## config.mk

```make
export PLATFORM = sky130hd
export DESIGN_NAME = multi_pin_debounced_wait
export DESIGN_NICKNAME = d
export VERILOG_FILES = /design/src/rtl/core/mpdw_pkg.sv /design/src/rtl/core/multi_pin_debounced_wait.sv
export SDC_FILE = /design/constraint.sdc
export NUM_CORES = 1
export LEC_CHECK = 0
export BUFFER_PORTS_ARGS = -buffer_cell sky130_fd_sc_hd__buf_4
export CAP_MARGIN = 20
export CORE_AREA = 2 2 168 170
export DETAILED_ROUTE_END_ITERATION = 16
export DIE_AREA = 0 0 170 172
export GPL_TIMING_DRIVEN = 0
export PLACE_DENSITY = 0.85
export SETUP_SLACK_MARGIN = 0.2
export SLEW_MARGIN = 20
export SYNTH_ARGS = -nofsm -noshare
export SYNTH_HDL_FRONTEND = slang
export SYNTH_SLANG_ARGS = --single-unit
export TNS_END_PERCENT = 5
```

## constraint.sdc

```tcl
create_clock -name clock -period 6.3 [get_ports clock]
set_input_delay 0.945 -clock clock [delete_from_list [all_inputs] [get_ports clock]]
set_output_delay 0.945 -clock clock [all_outputs]
set_load 0.01 [all_outputs]
```

## src/rtl/core/mpdw_pkg.sv

```systemverilog
// Package for the multi-pin debounced wait block.
// Holds register map, field widths and request codes; no dependencies.

package mpdw_pkg;

   // Register map (index = paddr / 4)
   localparam int CSR_ADDR_W = 5;
   localparam logic [2:0] CSR_IDX_PIN_ENABLE   = 3'd0;
   localparam logic [2:0] CSR_IDX_TARGET       = 3'd1;
   localparam logic [2:0] CSR_IDX_DEBOUNCE     = 3'd2;
   localparam logic [2:0] CSR_IDX_TIMEOUT      = 3'd3;
   localparam logic [2:0] CSR_IDX_TIMEOUT_EN   = 3'd4;

   // Field widths
   localparam int PIN_W      = 8;
   localparam int DEBOUNCE_W = 16;
   localparam int ELAPSED_W  = 32;
   localparam int PIN_NUM_W  = 4;

   // Reset value of the debounce length in ticks
   localparam logic [DEBOUNCE_W-1:0] DEBOUNCE_RESET = 16'd2;

   // Saturation limits
   localparam logic [DEBOUNCE_W-1:0] DEBOUNCE_MAX = '1;
   localparam logic [ELAPSED_W-1:0]  ELAPSED_MAX  = '1;

   // Request kinds carried on req_tuser
   typedef enum logic [0:0] {
      REQ_TICK = 1'b0,
      REQ_ARM  = 1'b1
   } req_kind_type;

endpackage

```

## src/rtl/core/multi_pin_debounced_wait.sv

```systemverilog
// Top level of the multi-pin debounced wait block.
// Depends on mpdw_pkg for the register map, widths and request codes.

// An arm request (tuser = 1) starts a wait; each tick request (tuser = 0)
// carries one sampled pin vector. Every enabled pin counts consecutive
// ticks at its target level; the wait ends with the lowest pin whose match
// has lasted debounce_ticks, or with a timeout result (pin 0, timed_out 1)
// once the elapsed ticks exceed timeout_ticks and the lowest enabled pin has
// not qualified. The block takes one request per clock cycle while
// req_tready is high. A request passes an input register and one pass of
// per-pin counter logic that updates all pins in parallel; its result goes
// into the output register, or into the skid entry while the output is
// held. A two-entry output buffer lets input transfers continue while one
// result waits; req_tready falls only when both entries and the input
// register are occupied. The user must write configuration through the
// APB-style port while no request is in flight; the block does not check it.

module multi_pin_debounced_wait
   import mpdw_pkg::*;
#(
   parameter int NUM_PINS = 8
) (
   input  logic                  clock,
   input  logic                  reset,
   // request channel
   input  logic                  req_tvalid,
   output logic                  req_tready,
   input  logic [7:0]            req_tdata,   // [7:0] pin_levels
   input  logic [0:0]            req_tuser,   // [0] req_type
   // result channel
   output logic                  rsp_tvalid,
   input  logic                  rsp_tready,
   output logic [7:0]            rsp_tdata,   // [3:0] matched_pin, [7:4] zero
   output logic [0:0]            rsp_tuser,   // [0] timed_out
   // configuration port
   input  logic                  csr_psel,
   input  logic                  csr_penable,
   input  logic                  csr_pwrite,
   input  logic [CSR_ADDR_W-1:0] csr_paddr,
   input  logic [31:0]           csr_pwdata,
   output logic [31:0]           csr_prdata,
   output logic                  csr_pready
);

   // Only the first eight pins have sample and mask bits
   localparam int PIN_COUNT = (NUM_PINS < PIN_W) ? NUM_PINS : PIN_W;

   // ---------------------------------------------------------------
   // Configuration registers
   // ---------------------------------------------------------------
   logic [PIN_W-1:0]      pin_enable_mask_ff;
   logic [PIN_W-1:0]      target_levels_ff;
   logic [DEBOUNCE_W-1:0] debounce_ticks_ff;
   logic [ELAPSED_W-1:0]  timeout_ticks_ff;
   logic                  timeout_enable_ff;
   logic                  csr_write;
   logic [2:0]            csr_index;

   assign csr_pready = 1'b1;
   assign csr_write  = csr_psel & csr_penable & csr_pwrite & csr_pready;
   assign csr_index  = csr_paddr[4:2];

   // Write registers on a completed write transfer
   always_ff @(posedge clock) begin
      if (reset) begin
         pin_enable_mask_ff <= '0;
         target_levels_ff   <= '0;
         debounce_ticks_ff  <= DEBOUNCE_RESET;
         timeout_ticks_ff   <= '0;
         timeout_enable_ff  <= 1'b0;
      end else if (csr_write) begin
         case (csr_index)
            CSR_IDX_PIN_ENABLE: pin_enable_mask_ff <= csr_pwdata[PIN_W-1:0];
            CSR_IDX_TARGET:     target_levels_ff   <= csr_pwdata[PIN_W-1:0];
            CSR_IDX_DEBOUNCE:   debounce_ticks_ff  <= csr_pwdata[DEBOUNCE_W-1:0];
            CSR_IDX_TIMEOUT:    timeout_ticks_ff   <= csr_pwdata[ELAPSED_W-1:0];
            CSR_IDX_TIMEOUT_EN: timeout_enable_ff  <= csr_pwdata[0];
            default: ;
         endcase
      end
   end

   // Read back the addressed register
   always_comb begin
      case (csr_index)
         CSR_IDX_PIN_ENABLE: csr_prdata = {24'd0, pin_enable_mask_ff};
         CSR_IDX_TARGET:     csr_prdata = {24'd0, target_levels_ff};
         CSR_IDX_DEBOUNCE:   csr_prdata = {16'd0, debounce_ticks_ff};
         CSR_IDX_TIMEOUT:    csr_prdata = timeout_ticks_ff;
         CSR_IDX_TIMEOUT_EN: csr_prdata = {31'd0, timeout_enable_ff};
         default:            csr_prdata = '0;
      endcase
   end

   // ---------------------------------------------------------------
   // Input register
   // ---------------------------------------------------------------
   logic               in_valid_ff;
   req_kind_type       in_kind_ff;
   logic [PIN_W-1:0]   in_levels_ff;
   logic               skid_valid_ff;
   logic               advance;
   logic               req_xfer;

   assign advance    = in_valid_ff & ~skid_valid_ff;
   assign req_tready = ~in_valid_ff | ~skid_valid_ff;
   assign req_xfer   = req_tvalid & req_tready;

   // Capture a request on each transfer
   always_ff @(posedge clock) begin
      if (reset) begin
         in_valid_ff <= 1'b0;
      end else if (req_xfer) begin
         in_valid_ff <= 1'b1;
      end else if (advance) begin
         in_valid_ff <= 1'b0;
      end
      if (req_xfer) begin
         in_kind_ff   <= req_kind_type'(req_tuser[0]);
         in_levels_ff <= req_tdata;
      end
   end

   // ---------------------------------------------------------------
   // Wait state and per-pin trackers
   // ---------------------------------------------------------------
   logic                  waiting_ff;
   logic [ELAPSED_W-1:0]  elapsed_ff;
   logic [PIN_COUNT-1:0]  tracking_ff;
   logic [DEBOUNCE_W-1:0] stable_ff [PIN_COUNT];

   logic [PIN_COUNT-1:0]  tracking_in;
   logic [DEBOUNCE_W-1:0] stable_in [PIN_COUNT];
   logic [PIN_COUNT-1:0]  qualify;
   logic [PIN_COUNT-1:0]  enabled;
   logic                  tick;
   logic                  expired;

   assign tick    = advance & (in_kind_ff == REQ_TICK) & waiting_ff;
   assign expired = timeout_enable_ff & (elapsed_ff > timeout_ticks_ff);

   // Update every enabled pin in parallel
   always_comb begin
      for (int i = 0; i < PIN_COUNT; i++) begin
         enabled[i]     = pin_enable_mask_ff[i];
         tracking_in[i] = tracking_ff[i];
         stable_in[i]   = stable_ff[i];
         qualify[i]     = 1'b0;
         if (enabled[i]) begin
            if (in_levels_ff[i] == target_levels_ff[i]) begin
               tracking_in[i] = 1'b1;
               if (!tracking_ff[i]) begin
                  stable_in[i] = '0;
               end else if (stable_ff[i] != DEBOUNCE_MAX) begin
                  stable_in[i] = stable_ff[i] + 1'b1;
               end
               qualify[i] = (stable_in[i] >= debounce_ticks_ff);
            end else begin
               tracking_in[i] = 1'b0;
            end
         end
      end
   end

   // Pick the lowest qualifying pin and the lowest enabled pin
   logic [PIN_NUM_W-1:0] lowest_pin;
   logic                 first_qualifies;
   logic                 res_valid;
   logic [PIN_NUM_W-1:0] res_pin;
   logic                 res_timed_out;

   always_comb begin
      lowest_pin      = '0;
      first_qualifies = 1'b0;
      for (int i = PIN_COUNT - 1; i >= 0; i--) begin
         if (qualify[i]) begin
            lowest_pin = PIN_NUM_W'(i + 1);
         end
         if (enabled[i]) begin
            first_qualifies = qualify[i];
         end
      end
      res_valid     = 1'b0;
      res_pin       = '0;
      res_timed_out = 1'b0;
      if (tick) begin
         if (expired && (|enabled)) begin
            res_valid = 1'b1;
            if (first_qualifies) begin
               res_pin = lowest_pin;
            end else begin
               res_timed_out = 1'b1;
            end
         end else if (|qualify) begin
            res_valid = 1'b1;
            res_pin   = lowest_pin;
         end
      end
   end

   // Advance the wait state
   always_ff @(posedge clock) begin
      if (reset) begin
         waiting_ff  <= 1'b0;
         elapsed_ff  <= '0;
         tracking_ff <= '0;
      end else if (advance && in_kind_ff == REQ_ARM) begin
         waiting_ff  <= 1'b1;
         elapsed_ff  <= '0;
         tracking_ff <= '0;
      end else if (tick) begin
         if (elapsed_ff != ELAPSED_MAX) begin
            elapsed_ff <= elapsed_ff + 1'b1;
         end
         tracking_ff <= tracking_in;
         if (res_valid) begin
            waiting_ff <= 1'b0;
         end
      end
   end

   // Counters are only read while their pin is tracking
   always_ff @(posedge clock) begin
      if (tick) begin
         for (int i = 0; i < PIN_COUNT; i++) begin
            stable_ff[i] <= stable_in[i];
         end
      end
   end

   // ---------------------------------------------------------------
   // Output register with skid entry
   // ---------------------------------------------------------------
   logic                 out_valid_ff;
   logic [PIN_NUM_W-1:0] out_pin_ff;
   logic                 out_timed_out_ff;
   logic [PIN_NUM_W-1:0] skid_pin_ff;
   logic                 skid_timed_out_ff;
   logic                 out_free;

   assign out_free = ~out_valid_ff | rsp_tready;

   // Load results, drain the skid entry first
   always_ff @(posedge clock) begin
      if (reset) begin
         out_valid_ff  <= 1'b0;
         skid_valid_ff <= 1'b0;
      end else if (out_free) begin
         if (skid_valid_ff) begin
            out_valid_ff  <= 1'b1;
            skid_valid_ff <= 1'b0;
         end else begin
            out_valid_ff <= res_valid;
         end
      end else if (res_valid) begin
         skid_valid_ff <= 1'b1;
      end
      if (out_free) begin
         if (skid_valid_ff) begin
            out_pin_ff       <= skid_pin_ff;
            out_timed_out_ff <= skid_timed_out_ff;
         end else if (res_valid) begin
            out_pin_ff       <= res_pin;
            out_timed_out_ff <= res_timed_out;
         end
      end else if (res_valid) begin
         skid_pin_ff       <= res_pin;
         skid_timed_out_ff <= res_timed_out;
      end
   end

   assign rsp_tvalid = out_valid_ff;
   assign rsp_tdata  = {{(8 - PIN_NUM_W){1'b0}}, out_pin_ff};
   assign rsp_tuser  = out_timed_out_ff;

endmodule

```

Word level (Yosys, flattened, before mapping)
Memories as Yosys holds them, arrays and structs flattened. Index checks and enable logic that the tools add are counted. W data, S select, Z words.

$add $sub $neg: 9. Magnitude comparators: 9. Equality and inequality tests: 21. Mux-type cells: 111. Bitwise gates (word level): 14. Reductions and logical operators: 28.

Operators with widths (number): $mux W16 (48); $pmux W32 S5 (1); $add A16 B1 Y16 const B (8); $ge A16 B16 Y1 (8); $ne A16 B16 Y1 const B (8); $mux W4 (14); $mux W1 (48); $reduce_and A2 Y1 (17); $add A32 B1 Y32 const B (1); $gt A32 B32 Y1 (1); $ne A32 B32 Y1 const B (1); $reduce_or A8 Y1 (2); $eq A1 B1 Y1 (8); $reduce_bool A2 Y1 (4); $and A1 B1 Y1 (7); $eq A3 B2 Y1 const B (2); $not A1 Y1 (5); $reduce_or A2 Y1 (2); $eq A3 B1 Y1 const B (1); $eq A3 B3 Y1 const B (1); $logic_not A3 Y1 (1); $logic_and A1 B1 Y1 (2); $or A1 B1 Y1 (2).

Register bits: 128. RAM bits: 128. Bits of input ports: 53. Word-level logic and storage cells: 217. Memories kept: 1.

Memory list: stable_ff (words 8, width 16, read ports 8, clocked after Yosys merged registers in 0, write ports 8, line multi_pin_debounced_wait.sv:130) `logic [DEBOUNCE_W-1:0] stable_ff [PIN_COUNT];`.

Longest topological paths before layout
An unclocked memory read counts as a cell.

Word-level depth: 22. Gate-level depth with buffers: 19. Depth with buffers taken out: 18.

Worst setup path after synthesis
No wires, ideal clock.

Kind: register to register. Start point: memory stable_ff[6][0] (netlist: stable_ff[1][32]). End point: register skid_pin_ff[0], enable pin. Library setup time: 0.374 ns. Arrival time: 3.808 ns. Data required time: 5.926 ns. Slack: 2.119 ns. Cell stages (with the launch flop): 19. Cells stage by stage: edfxtp_1 ha_1 and3_1 and3_1 clkbuf_1 nand4_1 nand2b_1 clkbuf_1 nand4_1 xor2_1 nor2_1 ha_1 and4_1 or4b_1 o221ai_2 a21boi_1 nand2b_1 nor4_2 nor3_1.

RTL lines: start: declaration (line multi_pin_debounced_wait.sv:130); end signal: assignment (line multi_pin_debounced_wait.sv:267) `skid_pin_ff <= res_pin;`; end: declaration (line multi_pin_debounced_wait.sv:237) `logic [PIN_NUM_W-1:0] skid_pin_ff;`.

==> metrics <==
RSZ-0062 raised after global routing false; # setup viols final 0; max_slew headroom 33.3%; initial antenna violation count 0; largest net degree at the start of global routing 18; peak per-stage delay on the critical path 0.45 ns; Post-synth top cells 216 x nand2_1, 201 x nor2_1, 169 x ha_1; Initial Utilization 58.8%; clock transition at the registers of the reported paths 0.06 ns; crit-path cells ha_1, and3_1, and3_1, clkbuf_1, nand4_1, nand2b_1, clkbuf_1, nand2_1, xor2_1, nor2_1, ha_1, a21oi_1, o21ai_0, a221oi_1, o221ai_2, a21boi_1, nand2b_1, nor4_2, o21ai_1; CTS Root Cell clkbuf_16; worst vdd ir 0.183 mV; internal power 2920 uW; Core ar. 27,500 sq um; Async SR Flop Fraction 0%; final wirelength 45,400 um; Top FF cell, synth edfxtp_1; startpoint type of the worst setup path flip-flop; fin. max-slew vios 0; Worst Path Arrival 5.18 ns; Mean Syn Cell Area 9.13 sq um; Seq pwr share 47.3%; Comb pwr share 3.3%; WP data required 6.54 ns; most common cell in the netlist nand2_1; mapped cell area 16,200 sq um; slew at the pin with the worst max-slew slack 0.993 ns; vias after detailed routing 14,166; Post-DP HPWL 32,500 um; sequential cell area 6600 sq um; clk buf depth 3; endpoints failing hold 0; Final Cycle Share 78.5%; 1st-pass router iterations 5; IO buf count 87; crit-path leading delay family simple AND/OR/NAND/NOR gates; crit path time final 4.95 ns; Synth top area share 27.3%; CP bufs+invs 2; Worst Skew 0.0207 ns; Max Cap Viol 0; first-pass GRT wire length 71,400 um; DRT antenna net count 0; clock latency at the later pin of the worst-skew pair 0.57 ns; clock sink total 256; critical path's slowest cell edfxtp_1; TNS Setup 0 ns; Routability Congestion 0.956; TritonCTS buffer count 28; number of flops mapped to enable cells by yosys 147; WS Path Type flip-flop to flip-flop; Crit. End Element flip-flop; Die W 170 um; worst min path class flip-flop to flip-flop; height of the die 172 um; layout cell share with drive strength beyond 1 9.00%; Cells after Synth 1,770; area grow syn2layout 13.3%; Diodes inserted 0; count of cell types in the netlist 69; largest cells by area after synthesis edfxtp_1 27%, dfxtp_1 14%, ha_1 13%, nand2_1 5.0%, nor2_1 4.7%; run status complete, no violations; Synth area leader edfxtp_1; htree depth 1; cts repair resizes 0; Syn. warnings 0; P per Cell Area 203 nW/um^2; area of the die 29,200 sq um; Yosys reg bits 256; Static Leak 0.00739 uW; Clock Power Share 49.4%; Fillers 2,117; share of the yosys chip area belonging to registers 40.8%; Critical Path Fanout Max 10; Multi-input gate area 9040 sq um; gr ovfl total 0; Via density 6.27; CTS Hold Buffers Added 0; Initial DRC Count 1,469; wire per inst 20.1 um; Final Power 3720 uW; DRC Markers 0; CTS tree done; FP Rows 61; via count of the first global-routing pass 13,924; post-CTS setup buffer count 0; switching portion of total power 21.5%; number of I/O pins 97; Peak Freq 202 MHz; nets 2,112; switching pwr 799 uW; global-route total usage across every layer 31.0%
-- power by group through the flow --
stage / clock network [uW] / registers, uW / logic [uW]
finish: 1840 / 1760 / 123
global route: 1910 / 1760 / 129
CTS: 1830 / 1760 / 120
detailed placement: 0 / 1800 / 118
global placement: 0 / 1800 / 115
floorplan: 0 / 1800 / 59.5
-- cell type report --
class / instances / share of cell area [%]
Multi-Input combinational cell: 1377 / 49.4
Sequential cell: 256 / 36.0
Clock buffer: 38 / 4.72
Timing Repair Buffer: 87 / 3.57
Tap cell: 346 / 2.36
Inverter: 84 / 1.72
Buffer: 56 / 1.27
Clock inverter: 14 / 0.936
-- placed cells by master (no fill, tap or decap), drive strengths merged, types with 49 or more instances in the layout --
master  count
nand3      80
buf        97
clkbuf     84
o21ai      58
edfxtp    147
nor3       49
nand2     216
nor2      201
a21oi     144
xor2       79
dfxtp     109
ha        169
inv        85
-- per-layer routing --
metal,vias to the layer above,track usage (%),wire [um]
met1,6645,39.2,18300
met4,0,16.4,2440
met2,777,51.6,20700
met5,-,0,0
met3,158,4.51,3950
li1,6586,-,-
-- worst min-delay path, stage by stage, from the launching register on --
cell and delay [ns]:
dfxtp_1 0.31, nand2_1 0.05, a21oi_1 0.05
-- stage by stage --
step	cell area, sq um	setup slack (ns)	hold slack [ns]	util, %	std cells
6_report	18300	1.35	0.456	66.6	2258
3_3_place_gp	17300	1.57	0.444	62.8	2206
3_5_place_dp	17300	1.47	0.446	62.9	2206
2_1_floorplan	16200	2.12	0.436	-	1773
5_1_grt	18300	1.01	0.479	66.6	2258
4_1_cts	18300	1.41	0.455	66.6	2258
-- worst paths after layout --
kind / startpoint / to / slack (ns) / cells after the start
max: stable_ff[1][32] / out_pin_ff[2] / 1.35 / 19
min: timeout_ticks_ff[22] / timeout_ticks_ff[22] / 0.46 / 2
max reg2reg: stable_ff[1][32] / out_pin_ff[2] / 1.35 / 19
min reg2reg: timeout_ticks_ff[22] / timeout_ticks_ff[22] / 0.46 / 2
-- flip-flops by register name, indices dropped and copies added, names as in the netlist, 4 cells and up --
name and count:
out_pin_ff 4, stable_ff 128, tracking_ff 8, skid_pin_ff 4
target_levels_ff 8, timeout_ticks_ff 32, enabled 8, debounce_ticks_ff 16
elapsed_ff 32, in_levels_ff 8
-- kinds of logic (layout without fill, tap and decap cells) --
group           Yosys count  count (layout)  share of synthesized area, %
compound gates          303             303                          11.2
xor+xnor                117             117                          6.34
fa+ha+maj               169             169                          13.1
buf+inv                 140             279                          3.39
flops                   256             256                          40.8
mux                      44              44                          3.27
other cells               2               5                        0.0465
simple gates            739             739                          21.8
No activity file was read; power rests on OpenSTA's default activity.
